==> config.mk <==
export PLATFORM = sky130hd
export DESIGN_NAME = http_chunked_body_decoder_flat
export DESIGN_NICKNAME = d
export VERILOG_FILES = /design/src/design/hcbd_pkg.sv /design/src/design/hcbd_raw_if.sv /design/src/design/hcbd_dec_if.sv /design/src/design/hcbd_step.sv /design/src/design/http_chunked_body_decoder.sv /design/src/flat_wrapper.sv
export SDC_FILE = /design/constraint.sdc
export NUM_CORES = 1
export LEC_CHECK = 0
export BUFFER_PORTS_ARGS = -buffer_cell sky130_fd_sc_hd__buf_2
export CORE_UTILIZATION = 65
export DETAILED_ROUTE_END_ITERATION = 10
export GPL_ROUTABILITY_DRIVEN = 0
export PLACE_DENSITY = 0.91
export SLEW_MARGIN = 20
export SYNTH_ARGS = -nofsm -noshare
export SYNTH_HDL_FRONTEND = slang
export SYNTH_SLANG_ARGS = --single-unit
==> constraint.sdc <==
create_clock -name clk -period 3.9 [get_ports clk]
set_input_delay 0.195 -clock clk [delete_from_list [all_inputs] [get_ports clk]]
set_output_delay 0.195 -clock clk [all_outputs]
set_load 0.05 [all_outputs]
==> src/design/hcbd_pkg.sv <==
`timescale 1ns / 1ps
// ----------------------------------------------------------------------------
// hcbd_pkg: shared types and constants of the chunked body decoder
// Phase codes, decoder state, result record, delimiter characters and the
// hexadecimal digit decoder.
// ----------------------------------------------------------------------------
package hcbd_pkg;

	localparam int LENGTH_BITS = 32;
	localparam int DIGIT_BITS  = 4;

	localparam logic [DIGIT_BITS-1:0] MAX_DIGITS = DIGIT_BITS'(8);

	localparam logic [7:0] CH_CR   = 8'h0D;
	localparam logic [7:0] CH_LF   = 8'h0A;
	localparam logic [7:0] CH_SEMI = 8'h3B;

	typedef enum logic [7:0] {
		PH_SIZE    = 8'b0000_0001,
		PH_EXT     = 8'b0000_0010,
		PH_SIZE_LF = 8'b0000_0100,
		PH_DATA    = 8'b0000_1000,
		PH_DATA_CR = 8'b0001_0000,
		PH_DATA_LF = 8'b0010_0000,
		PH_DONE    = 8'b0100_0000,
		PH_ERROR   = 8'b1000_0000
	} hcbd_phase_t;

	typedef struct packed {
		hcbd_phase_t             phase;
		logic [LENGTH_BITS-1:0]  bytes_left;
		logic [DIGIT_BITS-1:0]   digit_count;
	} hcbd_state_t;

	typedef struct packed {
		logic [7:0] payload_byte;
		logic       payload_valid;
		logic       chunk_last;
		logic       body_done;
		logic       format_error;
	} hcbd_result_t;

	typedef struct packed {
		logic       ok;
		logic [3:0] value;
	} hcbd_hex_t;

	// Map an ASCII byte to its hex digit value; ok is low for non-digits.
	function automatic hcbd_hex_t hex_decode(input logic [7:0] c);
		hcbd_hex_t h;
		h.ok    = 1'b1;
		h.value = 4'd0;
		case (c) inside
			[8'h30:8'h39]: h.value = c[3:0];
			[8'h61:8'h66],
			[8'h41:8'h46]: h.value = c[3:0] + 4'd9;
			default:       h.ok = 1'b0;
		endcase
		return h;
	endfunction

endpackage

==> src/design/hcbd_raw_if.sv <==
`timescale 1ns / 1ps
// ----------------------------------------------------------------------------
// hcbd_raw_if: raw body byte channel
// Valid/ready channel carrying one byte of the chunked message body.
// ----------------------------------------------------------------------------
interface hcbd_raw_if;
	logic       valid;
	logic       ready;
	logic [7:0] body_byte;

	modport source (output valid, output body_byte, input ready);
	modport sink   (input valid, input body_byte, output ready);
endinterface

==> src/design/hcbd_dec_if.sv <==
`timescale 1ns / 1ps
// ----------------------------------------------------------------------------
// hcbd_dec_if: decoded result channel
// Valid/ready channel carrying one decoder result per body byte.
// ----------------------------------------------------------------------------
interface hcbd_dec_if;
	logic       valid;
	logic       ready;
	logic [7:0] payload_byte;
	logic       payload_valid;
	logic       chunk_last;
	logic       body_done;
	logic       format_error;

	modport source (
		output valid, output payload_byte, output payload_valid,
		output chunk_last, output body_done, output format_error,
		input ready
	);
	modport sink (
		input valid, input payload_byte, input payload_valid,
		input chunk_last, input body_done, input format_error,
		output ready
	);
endinterface

==> src/design/hcbd_step.sv <==
`timescale 1ns / 1ps
// ----------------------------------------------------------------------------
// hcbd_step: per-byte phase update
// Next decoder state and the result record for one body byte.
// ----------------------------------------------------------------------------
module hcbd_step (
	input  hcbd_pkg::hcbd_state_t  cur,
	input  logic [7:0]             body_byte,
	output hcbd_pkg::hcbd_state_t  nxt,
	output hcbd_pkg::hcbd_result_t res
);

	hcbd_pkg::hcbd_hex_t hx;

	assign hx = hcbd_pkg::hex_decode(body_byte);

	always_comb begin
		nxt = cur;
		res = '0;
		unique case (cur.phase) inside
			hcbd_pkg::PH_SIZE: begin
				if (hx.ok) begin
					// Reject a ninth digit or a shift that would drop a set nibble.
					if (cur.digit_count >= hcbd_pkg::MAX_DIGITS ||
					    cur.bytes_left[hcbd_pkg::LENGTH_BITS-1 -: 4] != 4'd0) begin
						nxt.phase = hcbd_pkg::PH_ERROR;
					end else begin
						nxt.bytes_left  = {cur.bytes_left[hcbd_pkg::LENGTH_BITS-5:0], hx.value};
						nxt.digit_count = cur.digit_count + hcbd_pkg::DIGIT_BITS'(1);
					end
				end else if (cur.digit_count == '0) begin
					nxt.phase = hcbd_pkg::PH_ERROR;
				end else if (body_byte == hcbd_pkg::CH_SEMI) begin
					nxt.phase = hcbd_pkg::PH_EXT;
				end else if (body_byte == hcbd_pkg::CH_CR) begin
					nxt.phase = hcbd_pkg::PH_SIZE_LF;
				end else begin
					nxt.phase = hcbd_pkg::PH_ERROR;
				end
			end
			hcbd_pkg::PH_EXT: begin
				if (body_byte == hcbd_pkg::CH_CR) nxt.phase = hcbd_pkg::PH_SIZE_LF;
			end
			hcbd_pkg::PH_SIZE_LF: begin
				if (body_byte != hcbd_pkg::CH_LF)  nxt.phase = hcbd_pkg::PH_ERROR;
				else if (cur.bytes_left == '0)     nxt.phase = hcbd_pkg::PH_DONE;
				else                               nxt.phase = hcbd_pkg::PH_DATA;
			end
			hcbd_pkg::PH_DATA: begin
				res.payload_byte  = body_byte;
				res.payload_valid = 1'b1;
				nxt.bytes_left    = cur.bytes_left - hcbd_pkg::LENGTH_BITS'(1);
				if (cur.bytes_left == hcbd_pkg::LENGTH_BITS'(1)) begin
					res.chunk_last = 1'b1;
					nxt.phase      = hcbd_pkg::PH_DATA_CR;
				end
			end
			hcbd_pkg::PH_DATA_CR: begin
				nxt.phase = (body_byte == hcbd_pkg::CH_CR) ? hcbd_pkg::PH_DATA_LF
				                                          : hcbd_pkg::PH_ERROR;
			end
			hcbd_pkg::PH_DATA_LF: begin
				if (body_byte == hcbd_pkg::CH_LF) begin
					nxt.phase       = hcbd_pkg::PH_SIZE;
					nxt.bytes_left  = '0;
					nxt.digit_count = '0;
				end else begin
					nxt.phase = hcbd_pkg::PH_ERROR;
				end
			end
			hcbd_pkg::PH_DONE,
			hcbd_pkg::PH_ERROR: begin
				nxt.phase = cur.phase;
			end
			default: begin
				nxt.phase = hcbd_pkg::PH_ERROR;
			end
		endcase
		res.body_done    = (nxt.phase == hcbd_pkg::PH_DONE);
		res.format_error = (nxt.phase == hcbd_pkg::PH_ERROR);
	end

endmodule

==> src/design/http_chunked_body_decoder.sv <==
`timescale 1ns / 1ps
// ----------------------------------------------------------------------------
// http_chunked_body_decoder: HTTP/1.1 chunked transfer decoder
// Takes the chunked body one byte per item and returns one result per byte:
// the payload byte when it is chunk data, a last-byte flag, done and error.
// ----------------------------------------------------------------------------
// Every accepted body byte yields exactly one result item. The block sustains
// one item per clock while the result side is ready, through an input register
// and a result register, and the only loop is the update of the phase, the
// 32-bit remaining-length counter and the digit count, done in one pass of
// hcbd_step. Hex digits (either case) build the chunk size, text after ';' up
// to CR is skipped, CR LF ends the size line, then exactly size payload bytes
// are passed with chunk_last on the final one, followed by a checked CR LF.
// A zero size line raises body_done; a ninth digit, an empty size line or a
// bad delimiter raises format_error. Both flags are sticky and every later
// byte is swallowed until reset. payload_byte reads zero when payload_valid
// is low. The input stays ready while the result register can drain, so back
// pressure on the result side stalls input only when both stages are full.
// ----------------------------------------------------------------------------
module http_chunked_body_decoder (
	input  logic              clk,
	input  logic              arst_n,
	hcbd_raw_if.sink          raw,
	hcbd_dec_if.source        decoded
);

	// Input stage.
	logic [7:0]             byte_s1;
	logic                   valid_s1;

	// Result stage.
	hcbd_pkg::hcbd_result_t res_s2;
	logic                   valid_s2;

	// Decoder state, advanced once per item leaving stage 1.
	hcbd_pkg::hcbd_state_t  state_q;
	hcbd_pkg::hcbd_state_t  state_nxt;
	hcbd_pkg::hcbd_result_t res_nxt;

	logic take_s1;
	logic adv_s1;

	// Advance stage 1 when the result register is empty or being drained.
	assign adv_s1    = valid_s1 && (!valid_s2 || decoded.ready);
	assign raw.ready = !valid_s1 || !valid_s2 || decoded.ready;
	assign take_s1   = raw.valid && raw.ready;

	hcbd_step u_step (
		.cur       (state_q),
		.body_byte (byte_s1),
		.nxt       (state_nxt),
		.res       (res_nxt)
	);

	always_ff @(posedge clk or negedge arst_n) begin
		if (!arst_n) begin
			valid_s1 <= 1'b0;
			valid_s2 <= 1'b0;
			state_q  <= '{phase: hcbd_pkg::PH_SIZE, bytes_left: '0, digit_count: '0};
		end else begin
			valid_s1 <= take_s1 || (valid_s1 && !adv_s1);
			valid_s2 <= adv_s1 || (valid_s2 && !decoded.ready);
			if (adv_s1) state_q <= state_nxt;
		end
	end

	// Payload registers: load on handshake, hold otherwise.
	always_ff @(posedge clk) begin
		if (take_s1) byte_s1 <= raw.body_byte;
		if (adv_s1)  res_s2  <= res_nxt;
	end

	assign decoded.valid         = valid_s2;
	assign decoded.payload_byte  = res_s2.payload_byte;
	assign decoded.payload_valid = res_s2.payload_valid;
	assign decoded.chunk_last    = res_s2.chunk_last;
	assign decoded.body_done     = res_s2.body_done;
	assign decoded.format_error  = res_s2.format_error;

`ifndef SYNTHESIS
	// A reported error always matches the sticky error phase.
	a_err_sticky: assert property (@(posedge clk) disable iff (!arst_n)
		valid_s2 && res_s2.format_error |-> state_q.phase == hcbd_pkg::PH_ERROR)
		else $error("format_error reported outside the error phase");

	// Data phase never holds an exhausted length.
	a_data_len: assert property (@(posedge clk) disable iff (!arst_n)
		state_q.phase == hcbd_pkg::PH_DATA |-> state_q.bytes_left != '0)
		else $error("data phase with zero bytes left");

	// chunk_last only marks payload.
	a_last_payload: assert property (@(posedge clk) disable iff (!arst_n)
		valid_s2 && res_s2.chunk_last |-> res_s2.payload_valid)
		else $error("chunk_last on a non-payload item");

	// Done and error never appear together.
	a_done_err: assert property (@(posedge clk) disable iff (!arst_n)
		valid_s2 |-> !(res_s2.body_done && res_s2.format_error))
		else $error("body_done and format_error both set");
`endif

endmodule
==> src/flat_wrapper.sv <==
// flat-port wrapper written by rule: the top's interface ports become plain ports
module http_chunked_body_decoder_flat 
  (clk, arst_n, raw_valid, raw_body_byte, raw_ready, decoded_valid, decoded_payload_byte, decoded_payload_valid, decoded_chunk_last, decoded_body_done, decoded_format_error, decoded_ready);
  hcbd_raw_if raw_i ();
  hcbd_dec_if decoded_i ();
  input  logic clk;
  input  logic arst_n;
  input wire logic [$bits(raw_i.valid)-1:0] raw_valid;
  input wire logic [$bits(raw_i.body_byte)-1:0] raw_body_byte;
  output wire logic [$bits(raw_i.ready)-1:0] raw_ready;
  output wire logic [$bits(decoded_i.valid)-1:0] decoded_valid;
  output wire logic [$bits(decoded_i.payload_byte)-1:0] decoded_payload_byte;
  output wire logic [$bits(decoded_i.payload_valid)-1:0] decoded_payload_valid;
  output wire logic [$bits(decoded_i.chunk_last)-1:0] decoded_chunk_last;
  output wire logic [$bits(decoded_i.body_done)-1:0] decoded_body_done;
  output wire logic [$bits(decoded_i.format_error)-1:0] decoded_format_error;
  input wire logic [$bits(decoded_i.ready)-1:0] decoded_ready;
  assign raw_i.valid = raw_valid;
  assign raw_i.body_byte = raw_body_byte;
  assign raw_ready = raw_i.ready;
  assign decoded_valid = decoded_i.valid;
  assign decoded_payload_byte = decoded_i.payload_byte;
  assign decoded_payload_valid = decoded_i.payload_valid;
  assign decoded_chunk_last = decoded_i.chunk_last;
  assign decoded_body_done = decoded_i.body_done;
  assign decoded_format_error = decoded_i.format_error;
  assign decoded_i.ready = decoded_ready;
  http_chunked_body_decoder u_core (.clk(clk), .arst_n(arst_n), .raw(raw_i), .decoded(decoded_i));
endmodule
; Word-level counts from Yosys, hierarchy flattened
; Cells that the tools add are included.
[word_totals]
out_inout_bits = 14
in_bits = 12
n_memories = 0
mem_bits_rw = 0
word_cells = 88
latch_bits = 0
rom_bits = 0
register_bits = 66
[op_classes]
reduce_logical = 26
n_lt_le_gt_ge = 7
eq_ne = 18
div = 0
add_sub_neg = 3
n_shift = 0
n_mux = 23
bitwise = 0
n_mul = 0
[op_table]
columns = op, n
row1 = $mux W36, 3
row2 = $pmux W32 S3, 1
row3 = $mux W8, 10
row4 = $pmux W8 S7, 1
row5 = $eq A32 B1 Y1 const B, 1
row6 = $logic_not A32 Y1, 1
row7 = $sub A32 B1 Y32 const B, 1
row8 = $eq A8 B4 Y1 const B, 3
row9 = $eq A8 B6 Y1 const B, 2
row10 = $eq A8 B7 Y1 const B, 2
row11 = $eq A8 B8 Y1 const B, 2
row12 = $ge A8 B7 Y1 const B, 2
row13 = $le A8 B7 Y1 const B, 2
row14 = $reduce_and A5 Y1, 2
row15 = $eq A8 B1 Y1 const B, 1
row16 = $eq A8 B2 Y1 const B, 1
row17 = $eq A8 B3 Y1 const B, 1
row18 = $eq A8 B5 Y1 const B, 1
row19 = $ge A8 B6 Y1 const B, 1
row20 = $le A8 B6 Y1 const B, 1
row21 = $mux W4, 2
row22 = $ne A8 B4 Y1 const B, 1
row23 = $pmux W4 S2, 1
row24 = $logic_and A1 B1 Y1, 7
row25 = 15 further kinds, 27

; Longest topological paths before layout
; Gate-level depths: netlist of run 1.
[depth]
word_depth = 8
mapped_depth = 9
depth_no_buf = 7

; Modules after synthesis
; From an unflattened synthesis of run 1, not the netlist that was laid out.
[unflattened]
cells_unflattened = 463
hier_area_um2 = 4533.1
[modules_own_cells]
columns = mod, area_each_um2, n_inst, cells_per_inst, seq_area_each_um2
row1 = http_chunked_body_decoder, 2494.9, 1, 121, 1752.9
row2 = hcbd_step, 2038.2, 1, 342, 0.0

; Worst setup path after synthesis of run 1
; OpenSTA, ideal clock, no wires.
[synth_timing]
path_type = register -> register
from = reg u_core.state_q[37] in the netlist's numbering
to = reg u_core.state_q[11] in the netlist's numbering
slack_ps = 1587
stages_incl_launch_ff = 8
t_required_ps = 3771
path_buffers = 3
setup_time_ps = 129
period_less_slack_ps = 2313
t_arrival_ps = 2184
path_cell_list = dfrtp_1 buf_6 or4_4 or4_1 buf_2 buf_6 a221o_1 o2bb2ai_1
[synth_between]
elab_chain_len = 3
word_cells_on_any_way = 9
cone_classes = eq/ne: 6 / mux: 1 / reduce/logical: 2
[synth_lines]
columns = element, line_no
row1 = start: declaration, http_chunked_body_decoder.sv:36  ; hcbd_pkg::hcbd_state_t state_q;
row2 = start signal: assignment, http_chunked_body_decoder.sv:59  ; state_q <= '{phase: hcbd_pkg::PH_SIZE, bytes_left: '0, digit_count: '0};
row3 = start signal: assignment, http_chunked_body_decoder.sv:63  ; if (adv_s1) state_q <= state_nxt;
row4 = $eq A8 B6 Y1 (no line) (tied with other cells), -
row5 = $ne A2 B1 Y1 (no line) (tied with other cells), -
row6 = $reduce_and A5 Y1 (no line), -
; Parallel ways exist; a longest one is shown, timed or not.
; A chain may end at the register's enable or synchronous reset.

; Worst setup path in the final report of run 1
[layout_timing]
from = reg u_core.state_q[37] in the netlist's numbering
to = reg u_core.state_q[5] in the netlist's numbering
; Same word-level chain as after synthesis.

==> metrics.csv, run 1 <==
metric,value,unit
fin_crit_sh,74.0,%
synth_warnings,0,
die_y,81.0,µm
setup_violations,0,
min_from,raw_body_byte[2],
hpwl,6430,µm
slew_viol_final,0,
cts.clk_slew.worst_paths,0.08,ns
ys_async_sr_fraction,69.7,%
synth_area_leader_cell,dfrtp_1,
setup_slack,1.01,ns
period_needed,2.89,ns
yosys_register_bits,66,
seq_area_frac_synth,43.2,%
ys_types,63,
multi_input_area,2110,µm²
synth_edf_count,20,
cts.path.max_buffers,2,
synth_nets,436,
cts_buffers,9,
finalSetupTns,0,ns
track_usage,34.3,%
first_pass_iters,7,
start_kind,register,
area_growth,10.0,%
wirelength,10200,µm
path_class,reg -> reg,
drt_iter0_drc,522,
cp-end-kind,register,
gr-total-overflow,0,
synthTopCellsByArea,"dfrtp_1 (28%), edfxtp_1 (15%), o2bb2ai_1 (5.2%), o221ai_1 (3.0%), ha_1 (2.8%)",
clk_latency,0.36,ns
die_width,81.0,µm
cp_max_fo,34,
vias,3795,
ctsResizeCount,0,
via_per_inst,7.47,
fin_cells,508,
rr_worst_depth,4,
synth.cell_area,4060,µm²
grt_start_max_net_pins,47,
reg2reg_slack,1.01,ns
antenna_found_initial,0,
cts.sinks,66,
rsz0062_at_grt,false,
hp-class,in -> reg,
peakVddDrop,0.366,mV
max-slew-margin-rel,35.6,%
cts_tree,done,
arrival,3.17,ns
cp.required,4.18,ns
numPortBuffers,25,
hold_ws,0.0120,ns
syn_area_per_cell,9.78,µm²
dieArea,6570,µm²
antenna_cells,0,
maxCapViolations,0,
hold_viol_final,0,
postCtsSetupRepairBufs,0,
grt_pass1_vias,3412,
r2r_start,u_core.state_q[37]$_DFFE_PN0P_,
fmax,347,MHz
ios,26,
fin_util,75.0,%
fillers,423,
placed_cell_area,4210,µm²
worst_pin_slew,0.959,ns
grt_pass1_wl,17000,µm
power_leakage,1.72,nW
holdPathStages,1,
drcViolationCount,0,
place_inst,491,
wl_per_cell,20.2,µm
r2r_end,u_core.state_q[5]$_DFFE_PN0P_,
synth_top_cell_area_share,27.7,%
cts_hold_buf,0,
initial_core_util,68.2,%
power.density,385,nW/µm²
drive_above_1_share,14.3,%
cts_root_buf,clkbuf_8,
h-tree-depth,3,
placementRows,28,
ff_latch_area,1750,µm²
yosysMostFrequentCell,dfrtp_1,
syn_inst,415,
yosys_most_used_dff,dfrtp_1,
synthTopCellsByCount,"dfrtp_1 (45), o2bb2ai_1 (24), nor2_1 (22), clkbuf_1 (21), edfxtp_1 (20)",
postRouteAntennaNets,0,
coreArea,5960,µm²
skew,0.0123,ns
pre_cts_ws,1.03,ns
status,completed,
finalPower,1.72,mW
layout.nets,449,
hold_end,u_core.byte_s1[2]$_DFFE_PP_,
final_cell_area,4470,µm²
[worst max-delay path by stage]
stage	from	end	slack, ns
floorplan	u_core.state_q[37]$_DFFE_PN0P_	u_core.state_q[11]$_DFFE_PN0P_	1.59
global placement	u_core.state_q[37]$_DFFE_PN0P_	u_core.state_q[5]$_DFFE_PN0P_	1.07
detailed placement	u_core.state_q[37]$_DFFE_PN0P_	u_core.state_q[4]$_DFFE_PN0P_	1.03
CTS	u_core.state_q[37]$_DFFE_PN0P_	u_core.state_q[5]$_DFFE_PN0P_	0.97
global route	u_core.state_q[37]$_DFFE_PN0P_	u_core.state_q[31]$_DFFE_PN0P_	0.87
finish	u_core.state_q[37]$_DFFE_PN0P_	u_core.state_q[5]$_DFFE_PN0P_	1.01
[kinds of logic (layout without fill, tap and decap cells)]
group | after synthesis | after routing | synth area share [%]
muxes | 5 | 5 | 1.26
adders and majority gates | 9 | 9 | 2.77
DFF | 66 | 66 | 43.2
xor gates and xnor gates | 6 | 6 | 1.29
AOI/OAI and AO/OA | 144 | 144 | 26.9
buffers and inverters | 47 | 65 | 4.99
and+or+nand+nor | 138 | 138 | 19.6
[where the power goes]
group          internal (mW)  switching [mW]  total [mW]
logic                 0.0728           0.153       0.225
registers              0.744          0.0261       0.770
clock network          0.430           0.294       0.723
total                   1.25           0.472        1.72
[cell usage in the layout, fill, tap and decap left out, drive strengths merged, types with 4 or more instances in the layout]
| master | count |
|---|---|
| a21oi | 16 |
| a22o | 8 |
| a22oi | 12 |
| and2 | 6 |
| and3 | 4 |
| buf | 34 |
| clkbuf | 9 |
| clkinv | 4 |
| dfrtp | 45 |
| edfxtp | 20 |
| ha | 9 |
| inv | 14 |
| mux2i | 4 |
| nand2 | 19 |
| nand2b | 5 |
| nand3 | 9 |
| nand4 | 5 |
| nand4b | 6 |
| nor2 | 22 |
| nor3 | 19 |
| nor4 | 19 |
| o2111ai | 10 |
| o211ai | 9 |
| o21ai | 20 |
| o221ai | 14 |
| o2bb2ai | 24 |
| o31ai | 4 |
| or4 | 5 |
| xnor2 | 5 |
[metal layers]
metal	wire, µm	GRT usage [%]	share of wire [%]	vias up
li1	-	-	-	1679
met1	4200	48.2	41	1777
met2	4630	50.8	45	304
met3	1160	6.74	11	35
met4	256	15.9	2.5	0
met5	0	0	0	-
[final cells by class]
cell class                 count  area share, %
clock buffer                   9           2.77
clock inverter                 7           2.80
inverter                      14           1.18
multi-input combinational    302           47.3
sequential                    66           39.2
tap                           75           2.10
timing repair buffer          35           4.59
[flip-flops by register name, indices dropped and copies added (netlist names)]
| register | flops |
|---|---|
| u_core.decoded.payload_byte | 8 |
| u_core.decoded.payload_valid | 1 |
| u_core.decoded.body_done | 1 |
| u_core.state_q | 44 |
| u_core.byte_s1 | 8 |
| u_core.decoded.format_error | 1 |
| u_core.valid_s1 | 1 |
| u_core.decoded.chunk_last | 1 |
| u_core.decoded.valid | 1 |
[critical path: stages (launching register included)]
cell and delay, ns:
dfrtp_1 0.48, or4_4 0.61, or4_2 1.00, a21oi_2 0.49, mux2i_1 0.23
Note: power is estimated with default switching activity, not from simulation.
==> run 2, diff against run 1 <==
--- a/config.mk
+++ b/config.mk
@@ -6,10 +6,10 @@
 export NUM_CORES = 1
 export LEC_CHECK = 0
 export BUFFER_PORTS_ARGS = -buffer_cell sky130_fd_sc_hd__buf_2
-export CORE_UTILIZATION = 65
+export CORE_UTILIZATION = 61
 export DETAILED_ROUTE_END_ITERATION = 10
 export GPL_ROUTABILITY_DRIVEN = 0
-export PLACE_DENSITY = 0.91
+export PLACE_DENSITY = 0.86
 export SLEW_MARGIN = 20
 export SYNTH_ARGS = -nofsm -noshare
 export SYNTH_HDL_FRONTEND = slang
==> constraint.sdc (replaced) <==
create_clock -name clk -period 2.8 [get_ports clk]
set_input_delay 0.14 -clock clk [delete_from_list [all_inputs] [get_ports clk]]
set_output_delay 0.14 -clock clk [all_outputs]
set_load 0.05 [all_outputs]
==> metrics.csv, run 2 (synthesis gave the netlist of run 1 again) <==
metric,value,unit
rsz0062_at_grt,false,
peakVddDrop,0.340,mV
power_leakage,1.77,nW
area_growth,13.0,%
path_class,reg -> reg,
die_y,83.6,µm
cp.required,3.09,ns
finalSetupTns,0,ns
cts_buffers,9,
cts.sinks,66,
hp-class,in -> reg,
largest_reg_flops,44,
hold_viol_final,0,
arrival,2.93,ns
setup_slack,0.155,ns
first_pass_iters,6,
drcViolationCount,0,
gr-total-overflow,0,
wl_per_cell,20.7,µm
worst_pin_slew,0.692,ns
cts.clk_slew.worst_paths,0.09,ns
final_cell_mix,"dfrtp_1 (45), o2bb2ai_1 (24), buf_2 (24)",
cts_tree,done,
layout.nets,469,
r2r_end,u_core.state_q[4]$_DFFE_PN0P_,
top_register,u_core.state_q,
maxCapViolations,0,
ios,26,
crit_start,u_core.state_q[37]$_DFFE_PN0P_,
track_usage,32.4,%
antenna_found_initial,0,
skew,0.0149,ns
placementRows,29,
fillers,453,
grt_start_max_net_pins,47,
drt_iter0_drc,457,
wirelength,11000,µm
postRouteAntennaNets,0,
h-tree-depth,3,
setup_violations,0,
max-slew-margin-rel,53.9,%
setup.worst_path.end,u_core.state_q[4]$_DFFE_PN0P_,
grt_pass1_wl,17900,µm
fin_crit_sh,94.5,%
slew_viol_final,0,
drive_above_1_share,16.3,%
via_per_inst,7.23,
cp_max_fo,16,
antenna_cells,0,
mostFrequentLayoutCell,dfrtp_1,
reg2reg_slack,0.16,ns
period_needed,2.64,ns
numPortBuffers,25,
initial_core_util,63.6,%
die_width,83.6,µm
cts.path.max_buffers,2,
holdPathStages,3,
rr_worst_depth,4,
vias,3832,
postCtsSetupRepairBufs,0,
dieArea,6990,µm²
fmax,378,MHz
power.density,478,nW/µm²
r2r_start,u_core.state_q[37]$_DFFE_PN0P_,
status,completed,
grt_pass1_vias,3579,
pre_cts_ws,0.220,ns
cts_root_buf,clkbuf_8,
coreArea,6390,µm²
cp-end-kind,register,
start_kind,register,
clk_latency,0.37,ns
hpwl,7060,µm
[run 2: cell types whose count changed in the layout (fill, tap and decap cells not counted), moves of 2 or more]
cell           before  now
buf_4              10   21
bufinv_16           3    0
clkinv_4            3    0
clkinvlp_4          0    3
dlygate4sd3_1       1   10
inv_6               1    3
[run 2: final cells by class]
cell class | count | area [µm²] | area share (%)
clock buffer | 9 | 124 | 2.70
clock inverter | 7 | 60.1 | 1.31
inverter | 14 | 52.6 | 1.15
multi-input combinational | 302 | 2130 | 46.3
sequential | 66 | 1750 | 38.2
tap | 77 | 96.3 | 2.10
timing repair buffer | 55 | 378 | 8.23
[run 2: critical path, stage by stage (launching register included)]
cell and delay, ns:
dfrtp_1 0.47, or4_4 0.61, or4_1 0.78, a21oi_2 0.43, mux2i_1 0.26
[run 2: worst min-delay path by stage]
stage,from,end
2_1_floorplan,arst_n,u_core.decoded.valid$_DFF_PN0_
3_3_place_gp,raw_body_byte[6],u_core.byte_s1[6]$_DFFE_PP_
3_5_place_dp,raw_body_byte[7],u_core.byte_s1[7]$_DFFE_PP_
4_1_cts,decoded_ready,u_core.decoded.valid$_DFF_PN0_
5_1_grt,decoded_ready,u_core.decoded.valid$_DFF_PN0_
6_report,decoded_ready,u_core.decoded.valid$_DFF_PN0_
[run 2: routing by layer]
layer	vias to the layer above	wire length [µm]	global-route usage, %
met3	25	1000	5.34
met4	0	224	14.0
met5	-	0	0
met2	246	5190	49.8
li1	1715	-	-
met1	1846	4570	45.6
[run 2: what timing repair did]
action | in CTS | in global routing
hold buffers | 10 | 0
gates resized for setup | 0 | 2
endpoints found under the hold margin | 20 | 0
setup endpoints to repair | 0 | 25
[run 2: through the flow]
stage / power [mW] / hold slack, ns / utilization [%] / instances / instance area (µm²)
after detailed placement: 1.40 / 0.318 / 67.2 / 504 / 4290
after global placement: 1.39 / 0.316 / 67.2 / 504 / 4290
after global routing: 2.26 / 0.126 / 71.9 / 530 / 4590
final: 2.19 / 0.101 / 71.9 / 530 / 4590
after CTS: 2.17 / 0.0722 / 71.6 / 530 / 4570
after floorplan: 1.32 / -0.156 / - / 415 / 4060
[run 2: power by group]
part / switching [mW] / internal [mW]
logic: 0.218 / 0.114
registers: 0.0376 / 1.04
clock network: 0.452 / 0.336
total: 0.708 / 1.49
